--- src/design/uer_pkg.sv ---
// uer_pkg: shared types and constants of the ultrasonic echo ranger.
// Field widths, action, status and register codes. No dependencies.
package uer_pkg;

	localparam int ACTION_W   = 2;
	localparam int INDEX_W    = 3;
	localparam int LINES_W    = 4;
	localparam int SENSOR_W   = 2;
	localparam int DIST_W     = 11;
	localparam int STATUS_W   = 2;
	localparam int REG_IDX_W  = 2;
	localparam int REG_DATA_W = 16;
	localparam int TICKS_W    = 16;
	localparam int SUB_W      = 6;

	typedef logic [ACTION_W-1:0]   action_t;
	typedef logic [STATUS_W-1:0]   status_t;
	typedef logic [REG_IDX_W-1:0]  reg_idx_t;

	// request codes carried by a tick
	localparam action_t ACT_TICK    = 2'd0;
	localparam action_t ACT_MEASURE = 2'd1;
	localparam action_t ACT_SWEEP   = 2'd2;

	// report status codes
	localparam status_t STATUS_OK        = 2'd0;
	localparam status_t STATUS_NO_RISE   = 2'd1;
	localparam status_t STATUS_TOO_LONG  = 2'd2;
	localparam status_t STATUS_BAD_INDEX = 2'd3;

	// configuration register indexes
	localparam reg_idx_t REG_TIMEOUT = 2'd0;
	localparam reg_idx_t REG_PULSE   = 2'd1;
	localparam reg_idx_t REG_SETTLE  = 2'd2;
	localparam reg_idx_t REG_GAP     = 2'd3;

	// register reset values
	localparam logic [15:0] TIMEOUT_RST = 16'd26000;
	localparam logic [7:0]  PULSE_RST   = 8'd10;
	localparam logic [7:0]  SETTLE_RST  = 8'd2;
	localparam logic [15:0] GAP_RST     = 16'd10000;

	// echo ticks per centimeter and distance saturation
	localparam logic [SUB_W-1:0]  TICKS_PER_CM = 6'd58;
	localparam logic [DIST_W-1:0] CM_MAX       = 11'd2047;

endpackage

--- src/design/uer_channels.sv ---
// uer_channels: valid/ready channel interfaces of the echo ranger
// (tick input, result output, register write). Depends on uer_pkg.
interface uer_tick_if;
	logic                          valid;
	logic                          ready;
	logic [uer_pkg::ACTION_W-1:0]  action;
	logic [uer_pkg::INDEX_W-1:0]   sensor_index;
	logic [uer_pkg::LINES_W-1:0]   echo_lines;

	modport source (output valid, output action, output sensor_index, output echo_lines,
		input ready);
	modport sink (input valid, input action, input sensor_index, input echo_lines,
		output ready);
endinterface

interface uer_result_if;
	logic                          valid;
	logic                          ready;
	logic [uer_pkg::LINES_W-1:0]   trig_lines;
	logic                          busy_res;
	logic                          result_valid;
	logic [uer_pkg::SENSOR_W-1:0]  sensor_id;
	logic [uer_pkg::DIST_W-1:0]    distance_cm;
	logic [uer_pkg::STATUS_W-1:0]  status;
	logic                          last_of_run;

	modport source (output valid, output trig_lines, output busy_res, output result_valid,
		output sensor_id, output distance_cm, output status, output last_of_run,
		input ready);
	modport sink (input valid, input trig_lines, input busy_res, input result_valid,
		input sensor_id, input distance_cm, input status, input last_of_run,
		output ready);
endinterface

interface uer_cfg_if;
	logic                            valid;
	logic                            ready;
	logic [uer_pkg::REG_IDX_W-1:0]   index;
	logic [uer_pkg::REG_DATA_W-1:0]  data;

	modport source (output valid, output index, output data, input ready);
	modport sink (input valid, input index, input data, output ready);
endinterface

--- src/design/ultrasonic_echo_ranger.sv ---
// ultrasonic_echo_ranger: controller for up to four ultrasonic rangers.
// Depends on uer_pkg and the channel interfaces in uer_channels.sv.
//
// Each tick transaction is one microsecond of the timebase and yields exactly one
// result transaction. It takes one tick every clock cycle as long as the result side
// keeps up: the phase state and counters advance in a single pass of logic from the
// state registers and the incoming tick into the result register, and a new tick is
// taken whenever that register is empty or is being drained in the same cycle; the
// result of a tick is registered and shown in the cycle after that tick is taken.
// A measure request (one sensor) or sweep request (sensors 0 upward) is taken only
// while idle; otherwise it is ignored. Every measurement runs settle (trigger low),
// pulse (trigger high), wait for echo rise, high count if it rises, then a guard gap.
// Distance comes from a 58-tick sub-counter, no divider. Timeouts report status
// 1 or 2 with zero distance; an out-of-range index gives one bad-index report.
// Register writes are always accepted and take effect on the next tick.
// SENSOR_COUNT (1 or more) limits valid indexes and sweep length, capped at four sensors.
module ultrasonic_echo_ranger #(
	parameter int SENSOR_COUNT = 4
) (
	input  logic            clk,
	input  logic            arst_n,
	uer_tick_if.sink        tick,
	uer_result_if.source    result,
	uer_cfg_if.sink         cfg
);

	// phase codes
	localparam logic [2:0] PH_IDLE   = 3'd0;
	localparam logic [2:0] PH_SETTLE = 3'd1;
	localparam logic [2:0] PH_PULSE  = 3'd2;
	localparam logic [2:0] PH_RISE   = 3'd3;
	localparam logic [2:0] PH_HIGH   = 3'd4;
	localparam logic [2:0] PH_GAP    = 3'd5;

	localparam int SENSORS_USED = (SENSOR_COUNT < 4) ? SENSOR_COUNT : 4;
	localparam logic [uer_pkg::SENSOR_W-1:0] LAST_SENSOR =
		uer_pkg::SENSOR_W'(SENSORS_USED - 1);
	localparam logic [uer_pkg::INDEX_W-1:0] MAX_INDEX =
		uer_pkg::INDEX_W'(SENSORS_USED - 1);

	// configuration registers
	logic [15:0] timeout_q;
	logic [7:0]  pulse_q;
	logic [7:0]  settle_q;
	logic [15:0] gap_q;

	// sequencer state
	logic [2:0]                      phase_q;
	logic [uer_pkg::TICKS_W-1:0]     ticks_q;
	logic [uer_pkg::DIST_W-1:0]      cm_q;
	logic [uer_pkg::SUB_W-1:0]       sub_q;
	logic [uer_pkg::SENSOR_W-1:0]    sensor_q;
	logic                            sweep_q;

	// result register
	logic                            out_valid_q;
	logic [uer_pkg::LINES_W-1:0]     trig_q;
	logic                            busy_q;
	logic                            rvalid_q;
	logic [uer_pkg::SENSOR_W-1:0]    sid_q;
	logic [uer_pkg::DIST_W-1:0]      dist_q;
	uer_pkg::status_t                status_q;
	logic                            last_q;

	// next-state values
	logic [2:0]                      ph;
	logic [uer_pkg::TICKS_W-1:0]     tk;
	logic [uer_pkg::DIST_W-1:0]      cm;
	logic [uer_pkg::SUB_W-1:0]       sub;
	logic [uer_pkg::SUB_W-1:0]       sub_inc;
	logic [uer_pkg::SENSOR_W-1:0]    cs;
	logic                            sw;
	logic                            go;
	logic                            lvl;
	logic [uer_pkg::LINES_W-1:0]     trig;
	logic                            vld;
	logic [uer_pkg::SENSOR_W-1:0]    sid;
	logic [uer_pkg::DIST_W-1:0]      dist_cm;
	uer_pkg::status_t                st;
	logic                            last;

	logic tick_take;

	assign tick.ready = !out_valid_q || result.ready;
	assign tick_take  = tick.valid && tick.ready;
	assign cfg.ready  = 1'b1;

	// One tick of the sequencer. Several phases may pass in one tick: gap into
	// settle at the start of a sweep's next sensor, settle into pulse
	// for a zero settle time, and echo rise straight into the high count.
	always_comb begin
		ph   = phase_q;
		tk   = ticks_q;
		cm   = cm_q;
		sub  = sub_q;
		cs   = sensor_q;
		sw   = sweep_q;
		go   = 1'b1;
		lvl  = 1'b0;
		sub_inc = '0;
		trig = '0;
		vld  = 1'b0;
		sid  = '0;
		dist_cm = '0;
		st   = uer_pkg::STATUS_OK;
		last = 1'b0;

		// requests only while idle
		if (ph == PH_IDLE) begin
			if (tick.action == uer_pkg::ACT_MEASURE) begin
				if (tick.sensor_index > MAX_INDEX) begin
					vld  = 1'b1;
					st   = uer_pkg::STATUS_BAD_INDEX;
					last = 1'b1;
				end else begin
					cs = tick.sensor_index[uer_pkg::SENSOR_W-1:0];
					sw = 1'b0;
					ph = PH_SETTLE;
					tk = '0;
				end
			end else if (tick.action == uer_pkg::ACT_SWEEP) begin
				cs = '0;
				sw = 1'b1;
				ph = PH_SETTLE;
				tk = '0;
			end
		end

		// guard gap, then idle or the next sensor of a sweep
		if (ph == PH_GAP) begin
			if (tk < gap_q) begin
				tk = tk + 1'b1;
				go = 1'b0;
			end else if (sw && cs < LAST_SENSOR) begin
				cs = cs + 1'b1;
				ph = PH_SETTLE;
				tk = '0;
			end else begin
				ph = PH_IDLE;
				tk = '0;
				sw = 1'b0;
				go = 1'b0;
			end
		end

		// trigger held low
		if (go && ph == PH_SETTLE) begin
			if (tk < {8'd0, settle_q}) begin
				tk = tk + 1'b1;
				go = 1'b0;
			end else begin
				ph = PH_PULSE;
				tk = '0;
			end
		end

		// trigger pulse; the move to the rise wait ends the tick
		if (go && ph == PH_PULSE) begin
			if (tk < {8'd0, pulse_q}) begin
				tk   = tk + 1'b1;
				trig = uer_pkg::LINES_W'(1) << cs;
			end else begin
				ph = PH_RISE;
				tk = '0;
			end
			go = 1'b0;
		end

		// wait for echo rise
		if (go && ph == PH_RISE) begin
			lvl = tick.echo_lines[cs];
			if (lvl) begin
				ph  = PH_HIGH;
				tk  = '0;
				cm  = '0;
				sub = '0;
			end else begin
				if (tk >= timeout_q) begin
					vld = 1'b1;
					st  = uer_pkg::STATUS_NO_RISE;
				end else begin
					tk = tk + 1'b1;
				end
				go = 1'b0;
			end
		end

		// echo high count, one centimeter every 58 ticks
		if (go && ph == PH_HIGH) begin
			lvl = tick.echo_lines[cs];
			if (!lvl) begin
				vld     = 1'b1;
				dist_cm = cm;
			end else if (tk >= timeout_q) begin
				vld = 1'b1;
				st  = uer_pkg::STATUS_TOO_LONG;
			end else begin
				tk      = tk + 1'b1;
				sub_inc = sub + 1'b1;
				if (sub_inc >= uer_pkg::TICKS_PER_CM) begin
					sub = '0;
					if (cm < uer_pkg::CM_MAX) begin
						cm = cm + 1'b1;
					end
				end else begin
					sub = sub_inc;
				end
			end
		end

		// unused phase codes fall back to idle
		if (ph > PH_GAP) begin
			ph = PH_IDLE;
		end

		// a measurement report starts the guard gap
		if (vld && ph != PH_IDLE) begin
			sid  = cs;
			last = !sw || cs >= LAST_SENSOR;
			ph   = PH_GAP;
			tk   = '0;
		end
	end

	// configuration registers
	always_ff @(posedge clk or negedge arst_n) begin
		if (!arst_n) begin
			timeout_q <= uer_pkg::TIMEOUT_RST;
			pulse_q   <= uer_pkg::PULSE_RST;
			settle_q  <= uer_pkg::SETTLE_RST;
			gap_q     <= uer_pkg::GAP_RST;
		end else if (cfg.valid && cfg.ready) begin
			case (cfg.index)
				uer_pkg::REG_TIMEOUT: timeout_q <= cfg.data;
				uer_pkg::REG_PULSE:   pulse_q   <= cfg.data[7:0];
				uer_pkg::REG_SETTLE:  settle_q  <= cfg.data[7:0];
				uer_pkg::REG_GAP:     gap_q     <= cfg.data;
				default: begin
				end
			endcase
		end
	end

	// sequencer state advances once per accepted tick
	always_ff @(posedge clk or negedge arst_n) begin
		if (!arst_n) begin
			phase_q  <= PH_IDLE;
			ticks_q  <= '0;
			cm_q     <= '0;
			sub_q    <= '0;
			sensor_q <= '0;
			sweep_q  <= 1'b0;
		end else if (tick_take) begin
			phase_q  <= ph;
			ticks_q  <= tk;
			cm_q     <= cm;
			sub_q    <= sub;
			sensor_q <= cs;
			sweep_q  <= sw;
		end
	end

	// result register: holds a transaction until the sink takes it
	always_ff @(posedge clk or negedge arst_n) begin
		if (!arst_n) begin
			out_valid_q <= 1'b0;
		end else if (tick_take) begin
			out_valid_q <= 1'b1;
		end else if (result.ready) begin
			out_valid_q <= 1'b0;
		end
	end

	always_ff @(posedge clk) begin
		if (tick_take) begin
			trig_q   <= trig;
			busy_q   <= (ph != PH_IDLE);
			rvalid_q <= vld;
			sid_q    <= sid;
			dist_q   <= dist_cm;
			status_q <= st;
			last_q   <= last;
		end
	end

	assign result.valid        = out_valid_q;
	assign result.trig_lines   = trig_q;
	assign result.busy_res     = busy_q;
	assign result.result_valid = rvalid_q;
	assign result.sensor_id    = sid_q;
	assign result.distance_cm  = dist_q;
	assign result.status       = status_q;
	assign result.last_of_run  = last_q;

endmodule

--- src/flat_wrapper.sv ---
// flat-port wrapper written by rule: the top's interface ports become plain ports
module ultrasonic_echo_ranger_flat 
#(
	parameter int SENSOR_COUNT = 4
)
  (clk, arst_n, tick_valid, tick_action, tick_sensor_index, tick_echo_lines, tick_ready, result_valid, result_trig_lines, result_busy_res, result_result_valid, result_sensor_id, result_distance_cm, result_status, result_last_of_run, result_ready, cfg_valid, cfg_index, cfg_data, cfg_ready);
  uer_tick_if tick_i ();
  uer_result_if result_i ();
  uer_cfg_if cfg_i ();
  input  logic clk;
  input  logic arst_n;
  input wire logic [$bits(tick_i.valid)-1:0] tick_valid;
  input wire logic [$bits(tick_i.action)-1:0] tick_action;
  input wire logic [$bits(tick_i.sensor_index)-1:0] tick_sensor_index;
  input wire logic [$bits(tick_i.echo_lines)-1:0] tick_echo_lines;
  output wire logic [$bits(tick_i.ready)-1:0] tick_ready;
  output wire logic [$bits(result_i.valid)-1:0] result_valid;
  output wire logic [$bits(result_i.trig_lines)-1:0] result_trig_lines;
  output wire logic [$bits(result_i.busy_res)-1:0] result_busy_res;
  output wire logic [$bits(result_i.result_valid)-1:0] result_result_valid;
  output wire logic [$bits(result_i.sensor_id)-1:0] result_sensor_id;
  output wire logic [$bits(result_i.distance_cm)-1:0] result_distance_cm;
  output wire logic [$bits(result_i.status)-1:0] result_status;
  output wire logic [$bits(result_i.last_of_run)-1:0] result_last_of_run;
  input wire logic [$bits(result_i.ready)-1:0] result_ready;
  input wire logic [$bits(cfg_i.valid)-1:0] cfg_valid;
  input wire logic [$bits(cfg_i.index)-1:0] cfg_index;
  input wire logic [$bits(cfg_i.data)-1:0] cfg_data;
  output wire logic [$bits(cfg_i.ready)-1:0] cfg_ready;
  assign tick_i.valid = tick_valid;
  assign tick_i.action = tick_action;
  assign tick_i.sensor_index = tick_sensor_index;
  assign tick_i.echo_lines = tick_echo_lines;
  assign tick_ready = tick_i.ready;
  assign result_valid = result_i.valid;
  assign result_trig_lines = result_i.trig_lines;
  assign result_busy_res = result_i.busy_res;
  assign result_result_valid = result_i.result_valid;
  assign result_sensor_id = result_i.sensor_id;
  assign result_distance_cm = result_i.distance_cm;
  assign result_status = result_i.status;
  assign result_last_of_run = result_i.last_of_run;
  assign result_i.ready = result_ready;
  assign cfg_i.valid = cfg_valid;
  assign cfg_i.index = cfg_index;
  assign cfg_i.data = cfg_data;
  assign cfg_ready = cfg_i.ready;
  ultrasonic_echo_ranger #(.SENSOR_COUNT(SENSOR_COUNT)) u_core (.clk(clk), .arst_n(arst_n), .tick(tick_i), .result(result_i), .cfg(cfg_i));
endmodule
--- config.mk ---
export PLATFORM = sky130hd
export DESIGN_NAME = ultrasonic_echo_ranger_flat
export DESIGN_NICKNAME = d
export VERILOG_FILES = /design/src/design/uer_pkg.sv /design/src/design/uer_channels.sv /design/src/design/ultrasonic_echo_ranger.sv /design/src/flat_wrapper.sv
export SDC_FILE = /design/constraint.sdc
export NUM_CORES = 1
export LEC_CHECK = 0
export ABC_AREA = 1
export BUFFER_PORTS_ARGS = -buffer_cell sky130_fd_sc_hd__buf_2
export CAP_MARGIN = 10
export CORE_MARGIN = 2
export CORE_UTILIZATION = 40
export DETAILED_ROUTE_END_ITERATION = 8
export SLEW_MARGIN = 10
export SYNTH_ARGS = -nofsm -noshare
export SYNTH_HDL_FRONTEND = slang
export SYNTH_SLANG_ARGS = --single-unit
--- constraint.sdc ---
create_clock -name clk -period 18.5 [get_ports clk]
set_input_delay 5.55 -clock clk [delete_from_list [all_inputs] [get_ports clk]]
set_output_delay 5.55 -clock clk [all_outputs]
set_load 0.02 [all_outputs]
# --- Word-level counts from Yosys, hierarchy flattened ---
# Cells that the tools add are included.
word_totals:
  ff_bits: 110
  input_bits: 32
  output_inout_bits: 25
  elab_cells: 162
op_classes:
  n_addsub: 8
  magnitude_cmp: 12
  eq_ne: 10
  shift: 1
  mux: 90
  bitwise_logic: 1
  reduce_logical: 22
op_table:
  columns: ["op", "n"]
  rows:
  - ["$mux 16", 17]
  - ["$add 16x1->16 const B", 5]
  - ["$mux 11", 7]
  - ["$mux 3", 14]
  - ["$mux 6", 6]
  - ["$ge 16x16->1", 2]
  - ["$lt 16x8->1", 2]
  - ["$mux 2", 16]
  - ["$mux 1", 29]
  - ["$lt 16x16->1", 1]
  - ["$add 11x1->11 const B", 1]
  - ["$lt 11x11->1 const B", 1]
  - ["$reduce_and 2->1", 5]
  - ["$logic_and 1x1->1", 7]
  - ["$add 6x1->6 const B", 1]
  - ["$eq 2x2->1 const B", 3]
  - ["$eq 3x2->1 const B", 2]
  - ["$eq 3x3->1 const B", 2]
  - ["$ge 6x6->1 const B", 1]
  - ["$reduce_bool 3->1", 2]
  - ["$eq 2x1->1 const B", 2]
  - ["$shl 1x2->4 const A", 1]
  - ["$eq 3x1->1 const B", 1]
  - ["$gt 3x2->1 const B", 1]
  - ["other kinds (13)", 15]

# --- Longest topological paths before layout ---
# Gate-level depths: netlist (run 1).
depth:
  word_depth: 26
  depth_mapped: 89
  mapped_depth_nobuf: 88

# --- Worst setup path before layout (run 1) ---
# OpenSTA, ideal clock, no wires.
synth_timing:
  kind: "in2reg"
  from: "input port tick_action[1]"
  to: "register u_core.ticks_q[15] (netlist bit)"
  setup_time_ns: 0.117
  arrival_time_ns: 15.260
  required_ns: 18.383
  slack_ns: 3.124
  path_stages: 86
  n_path_buf: 0
  path_cell_list: "inv_1 nand2_1 nor2_1 nand2_4 nand2_4 inv_2 nand2_1 inv_1 ha_1 a21oi_1 nor2_1 a211oi_1 nor2_1 nor3b_1 nand2_2 nand2_2 inv_4 or2_2 [... 50 more ...] o21a_1 o21a_1 o2111ai_1 a21oi_1 nor2_1 inv_1 nor2_1 inv_1 nor2_4 inv_2 nor2_1 nand2_1 nor2_4 nand2_1 nand2_1 nand2_1 nand2_1 nand2_1"
synth_between:
  elab_chain_len: 25
  elab_cells_between_ends: 83
  classes_between: "6 x add/sub; 7 x order compare; 7 x eq/ne; 56 x mux; 7 x reduce/logical"
synth_lines:
  columns: ["element", "line_no", "source"]
  rows:
  - ["start: declaration", "flat_wrapper.sv:13", "input wire logic [$bits(tick_i.action)-1:0] tick_action;"]
  - ["parallel branches: the longest is 24 deep, another holds $add 16x1->16", null, null]
  - ["$mux 16 (*)", "ultrasonic_echo_ranger.sv:217", "if (vld && ph != PH_IDLE) begin"]
  - ["end signal: assignment", "ultrasonic_echo_ranger.sv:255", "ticks_q <= tk;"]
  - ["end: declaration", "ultrasonic_echo_ranger.sv:49", "logic [uer_pkg::TICKS_W-1:0] ticks_q;"]
# Every way passes the cells marked *. The select of a mux whose other input is x is not followed.
# A chain may end at the register's enable or synchronous reset.

# --- Worst setup path in the final report (run 1) ---
# Ends and elaborated chain as after synthesis.

==> impl_metrics.tcl, run 1 <==
set metrics [dict create \
    status "finished clean" \
    root_buffer "clkbuf_16" \
    fin_crit_ns 17.25 \
    reg2reg_depth 86 \
    pin_count 57 \
    wl_met1_um 12200 \
    met2_length_um 10400 \
    dieArea_um2 22900 \
    num-fill-cells 2223 \
    ir_worst_vdd_uv 43.4 \
    final_common_cell "nand2_1" \
    start_util_pct 41.0 \
    rsz0062_at_grt "no" \
    route.vias.total 7849 \
    finalMaxSlewViolations 0 \
    htreeDepth 3 \
    via_per_inst 5.06 \
    clkTransAtPathRegs_ns 0.08 \
    netlist_area_um2 8680 \
    grt_pass1_wl_um 39400 \
    timing.critical_path.to_type "register" \
    pre_cts_slack_ns 1.02 \
    worst-path-buf-inv 14 \
    io_buffers 55 \
    cts_inserted_buffers 9 \
    diodes 0 \
    hold_violations 0 \
    cp-start-kind "primary input" \
    drv_cap 0 \
    p_leak_nw 5.13 \
    synth.net_count 1327 \
    yosys.cell_types.count 54 \
    grt_antenna_before_repair 0 \
    path_depth 87 \
    hpwl_um 19500 \
    cts_tree "built" \
    setup_tns_ns 0 \
    synthFlopType "dfrtp_1" \
    place_congestion 0.935 \
    min_path_cells 2 \
    grt_pass1_vias 7404 \
    ctsResizeCount 0 \
    area_growth_pct 9.66 \
    hp-class "register to register" \
    num_rows 53 \
    highest_layer "met4" \
    ys_seq_elements 110 \
    skew_ns 0.0127 \
    async_flop_share_pct 80.0 \
    yosys.area.top_type "dfrtp_1" \
    synth_edf_count 22 \
    coreArea_um2 21200 \
    clock_latency_ns 0.36 \
    stdcell_count 1552 \
    route.detailed.wl_per_inst_um 15.5 \
    seqCellArea_um2 2880 \
    cp.required_ns 18.76 \
    clock_path_buffers 2 \
    cpMaxStageDelayCell "nor3_1" \
    first_pass_iters 7 \
    final_cell_mix "315 x nand2_1, 221 x inv_1, 110 x nor2_1, 82 x o21ai_0, 74 x dfrtp_1" \
    critical-path-max-stage-delay_ns 0.39 \
    setup.worst_path.class "primary input to register" \
    maxSlewHeadroom_pct 37.3 \
    power_per_cell_area_nw_per_um2 116 \
    path_common_cell "nand2_1" \
    worstPathArrival_ns 17.51 \
    fin_ws_ns 1.25 \
    grt_start_max_net_pins 50 \
    dr_wl_met3_um 1120 \
    drc_errors 0 \
    syn_inst 1225 \
    fp.dieW_um 151 \
    ys_seq_area_share_pct 33.2 \
    fin_crit_sh_pct 93.2 \
    multi_input_area_um2 4790 \
    avgSynthCellArea_um2 7.08 \
    cts_hold_buf 0 \
    path_delay_family "simple AND/OR/NAND/NOR gates" \
    post_cts_buffers 0 \
    drt_iter0_markers 595 \
    drive_above_1_share_pct 12.4 \
    die_h_um 151 \
    setup_viol 0 \
    clock-sinks 110 \
    tightestPinTransition_ns 0.938 \
    gr-total-overflow 0 \
    wl_um 24100 \
    synth_area_leaders "dfrtp_1 21%, nand2_1 14%, ha_1 10%" \
    nets 1374 \
    cp_max_fo 12 \
    track_usage_pct 22.4 \
    dp.cells 1536 \
    synth_top_area_share_pct 21.3 \
    fmax_ghz 0.0580 \
    ant_nets 0 \
    yosys_warnings 0 \
]
## tightest hold or removal path, stage by stage, from the launching register on
cell and delay (ns):
dfrtp_1 0.35, nand2_1 0.05, nand2_1 0.05
## layout make-up
cell class              instances  area share (%)
clock buffers                   9            2.37
flip-flops and latches        110            30.3
multi-input cells             856            50.4
inverters                     237            9.43
repair buffers                 58            3.16
clock inverters                 7           0.802
well taps                     275            3.62
## registers in the layout (all words and copies together) (netlist names), 2 cells and up
register                   count
u_core.ticks_q                16
u_core.result.status           2
u_core.result.distance_cm     11
u_core.pulse_q                 8
u_core.timeout_q              16
u_core.sub_q                   6
u_core.result.sensor_id        2
u_core.result.trig_lines       4
u_core.phase_q                 3
u_core.gap_q                  16
u_core.sensor_q                2
u_core.cm_q                   11
u_core.settle_q                8
## through the flow
stage	hold slack, ns	area [µm²]	util, %	power, W
2_1_floorplan	0.448	8680	-	0.000748
3_3_place_gp	0.467	9210	43.5	0.000900
3_5_place_dp	0.468	9210	43.5	0.000901
4_1_cts	0.490	9510	45.0	0.00110
5_1_grt	0.501	9510	45.0	0.00121
6_report	0.486	9510	45.0	0.00110
## worst paths after layout
| check | startpoint | end | slack, ns |
|---|---|---|---|
| worst max-delay path | tick_action[1] | u_core.ticks_q[15] | 1.25 |
| worst min-delay path | u_core.sub_q[0] | u_core.sub_q[0] | 0.49 |
| worst max register to register | u_core.phase_q[1] | u_core.ticks_q[15] | 5.93 |
| worst min register to register | u_core.sub_q[0] | u_core.sub_q[0] | 0.49 |
| max in group asynchronous | arst_n | u_core.phase_q[2] | 12.28 |
| min in group asynchronous | arst_n | u_core.timeout_q[1] | 5.16 |
## cells by family (layout without fill, tap and decap cells)
group	after synthesis	in the layout	share of synthesized area, %
compound gates	158	158	10.3
xor+xnor	30	30	3.03
fa+ha+maj	70	70	10.1
buf+inv	259	311	11.6
flops	110	110	33.2
other cells	1	1	0.0432
simple gates	597	597	31.7
## synth_stat cells (10+ instances only)
cell      number
o21ai_0       82
a21oi_1       28
inv_2         11
nand3_2       11
dfrtp_1       74
ha_1          70
dfstp_2       14
nand2_1      315
nor2_1       110
nand4_1       26
o21a_1        10
xor2_1        22
nor2_2        10
nand3_1       68
nor3_1        15
inv_1        221
clkbuf_1      11
edfxtp_1      22
nor2_4        11
## metal layers
| layer | global-route usage, % | up-vias |
|---|---|---|
| li1 | - | 3985 |
| met1 | 34.0 | 3651 |
| met2 | 33.5 | 190 |
| met3 | 3.01 | 23 |
| met4 | 5.42 | 0 |
| met5 | 0 | - |
## power by group
part           internal (W)  switching (W)  leakage [nW]
clock             0.0000956       0.000104         0.140
combinational      0.000190       0.000397          3.68
sequential         0.000293      0.0000227          1.31
total              0.000579       0.000523          5.13
Note: power is estimated with default switching activity, not from simulation.
==> run 2: changes to the inputs <==
--- a/config.mk
+++ b/config.mk
@@ -6,11 +6,11 @@
 export NUM_CORES = 1
 export LEC_CHECK = 0
 export ABC_AREA = 1
-export BUFFER_PORTS_ARGS = -buffer_cell sky130_fd_sc_hd__buf_2
 export CAP_MARGIN = 10
 export CORE_MARGIN = 2
 export CORE_UTILIZATION = 40
 export DETAILED_ROUTE_END_ITERATION = 8
+export DONT_BUFFER_PORTS = 1
 export SLEW_MARGIN = 10
 export SYNTH_ARGS = -nofsm -noshare
 export SYNTH_HDL_FRONTEND = slang
==> run 2 against run 1 <==
  * Sequential cell count unchanged
  * Utilization decreased by 1.4 points
  * Via count decreased by 3.2%
  * Maximum frequency increased by 0.82%
  * Critical path depth decreased by 6
  * Non-clock buffer count decreased by 56
  * Critical endpoint is now u_core.cm_q[9]
  * Largest power group unchanged
==> impl_metrics.tcl, run 2 (synthesis gave the netlist of run 1 again) <==
set metrics [dict create \
    min_path_cells 2 \
    reg2reg_depth 82 \
    num_rows 53 \
    pre_cts_slack_ns 1.20 \
    grt_antenna_before_repair 0 \
    fin_crit_sh_pct 92.5 \
    io_buffers 0 \
    hp-class "register to register" \
    r2r_setup_slack_ns 5.99 \
    clkTransAtPathRegs_ns 0.07 \
    path_common_cell "nor2_1" \
    setup_tns_ns 0 \
    diodes 0 \
    final_common_cell "nand2_1" \
    power_per_cell_area_nw_per_um2 118 \
    p_leak_nw 4.91 \
    holdWs_ns 0.486 \
    grt_pass1_vias 7127 \
    cp.required_ns 18.75 \
    ir_worst_vdd_uv 51.0 \
    fin_ws_ns 1.39 \
    drive_above_1_share_pct 8.11 \
    via_per_inst 5.08 \
    fmax_ghz 0.0584 \
    setup.worst_path.class "primary input to register" \
    top_regs "u_core.gap_q x16, u_core.ticks_q x16, u_core.timeout_q x16" \
    pin_count 57 \
    grt_start_max_net_pins 89 \
    cts_hold_buf 0 \
    cpMaxStageDelayCell "nor3_1" \
    finalMaxSlewViolations 0 \
    fin_total_pwr_w 0.00109 \
    track_usage_pct 21.7 \
    hold_start "u_core.gap_q[3]" \
    final_area_um2 9220 \
    setup_viol 0 \
    status "finished clean" \
    worstPathArrival_ns 17.37 \
    start_util_pct 41.0 \
    area_growth_pct 6.22 \
    cp-start-kind "primary input" \
    cts_inserted_buffers 9 \
    grt_pass1_wl_um 38300 \
    hold_violations 0 \
    clock_latency_ns 0.37 \
    critical-path-max-stage-delay_ns 0.33 \
    htreeDepth 3 \
    final_cell_mix "315 x nand2_1, 221 x inv_1, 110 x nor2_1, 82 x o21ai_0, 74 x dfrtp_1" \
    rr_startpoint "u_core.phase_q[1]" \
    dieArea_um2 22900 \
    coreArea_um2 21200 \
    cp_max_fo 12 \
    drv_cap 0 \
    cts_tree "built" \
    drt_iter0_markers 663 \
    root_buffer "clkbuf_16" \
    first_pass_iters 5 \
    timing.critical_path.to_type "register" \
    skew_ns 0.0115 \
    die_h_um 151 \
    fp.dieW_um 151 \
    route.vias.total 7599 \
    nets 1318 \
    hold_end "u_core.gap_q[3]" \
    place_congestion 0.960 \
    maxSlewHeadroom_pct 24.3 \
    r2r_end "u_core.cm_q[9]" \
    ant_nets 0 \
    wl_um 23700 \
    post_cts_buffers 0 \
    fin_crit_ns 17.11 \
    clock_path_buffers 2 \
    drc_errors 0 \
    dpl_cell_area_um2 8920 \
    clock-sinks 110 \
    rsz0062_at_grt "no" \
    gr-total-overflow 0 \
    hpwl_um 18900 \
    ctsResizeCount 0 \
    route.detailed.wl_per_inst_um 15.8 \
    tightestPinTransition_ns 1.13 \
]
[run 2: cell types whose count changed in the layout (fill, tap and decap cells not counted), sizes merged]
cell	before	now
buf	58	2
clkinvlp	2	0
clkinv	5	2
inv	237	239
clkbuf	9	12
[run 2: metal layers]
metal	wire (µm)	up-vias	share of wire, %	GRT usage, %
met5	0	-	0	0
met4	441	0	1.9	5.84
met3	997	28	4.2	3.49
met2	10300	163	44	33.3
met1	11900	3534	50	31.6
li1	-	3874	-	-
[run 2: worst max path at each step]
stage | cells past startpoint | from | endpoint | slack, ns
after detailed placement | 82 | tick_action[1] | u_core.cm_q[9] | 1.20
after global routing | 85 | tick_action[1] | u_core.ticks_q[15] | 0.20
final | 81 | tick_action[1] | u_core.cm_q[9] | 1.39
after global placement | 83 | tick_action[1] | u_core.ticks_q[9] | 1.58
after floorplan | 86 | tick_action[1] | u_core.ticks_q[15] | 3.12
after CTS | 82 | tick_action[1] | u_core.cm_q[9] | 1.55
[run 2: critical path: cells and delay by family]
| family | cells | cell delay (ns) |
|---|---|---|
| compound gates | 23 | 3.42 |
| buf+inv | 12 | 1.17 |
| fa+ha+maj | 5 | 1.39 |
| simple gates | 40 | 5.72 |
| xor+xnor | 1 | 0.14 |
[run 2: final cells by class]
| class | instances | area, µm² |
|---|---|---|
| fillers | 2175 | 11900 |
| multi-input cells | 856 | 4790 |
| flip-flops and latches | 110 | 2880 |
| inverters | 237 | 897 |
| well taps | 275 | 344 |
| clock buffers | 12 | 258 |
| clock inverters | 4 | 35.0 |
| repair buffers | 2 | 15.0 |
[run 2: stage by stage]
| stage | cells | util [%] |
|---|---|---|
| 2_1_floorplan | 1225 | - |
| 3_3_place_gp | 1480 | 42.2 |
| 3_5_place_dp | 1480 | 42.2 |
| 4_1_cts | 1496 | 43.6 |
| 5_1_grt | 1496 | 43.6 |
| 6_report | 1496 | 43.6 |
[run 2: power breakdown]
part	leakage (nW)	switching, W	internal [W]
clock	0.144	0.0000985	0.000102
combinational	3.45	0.000382	0.000184
sequential	1.31	0.0000297	0.000294
total	4.91	0.000510	0.000580
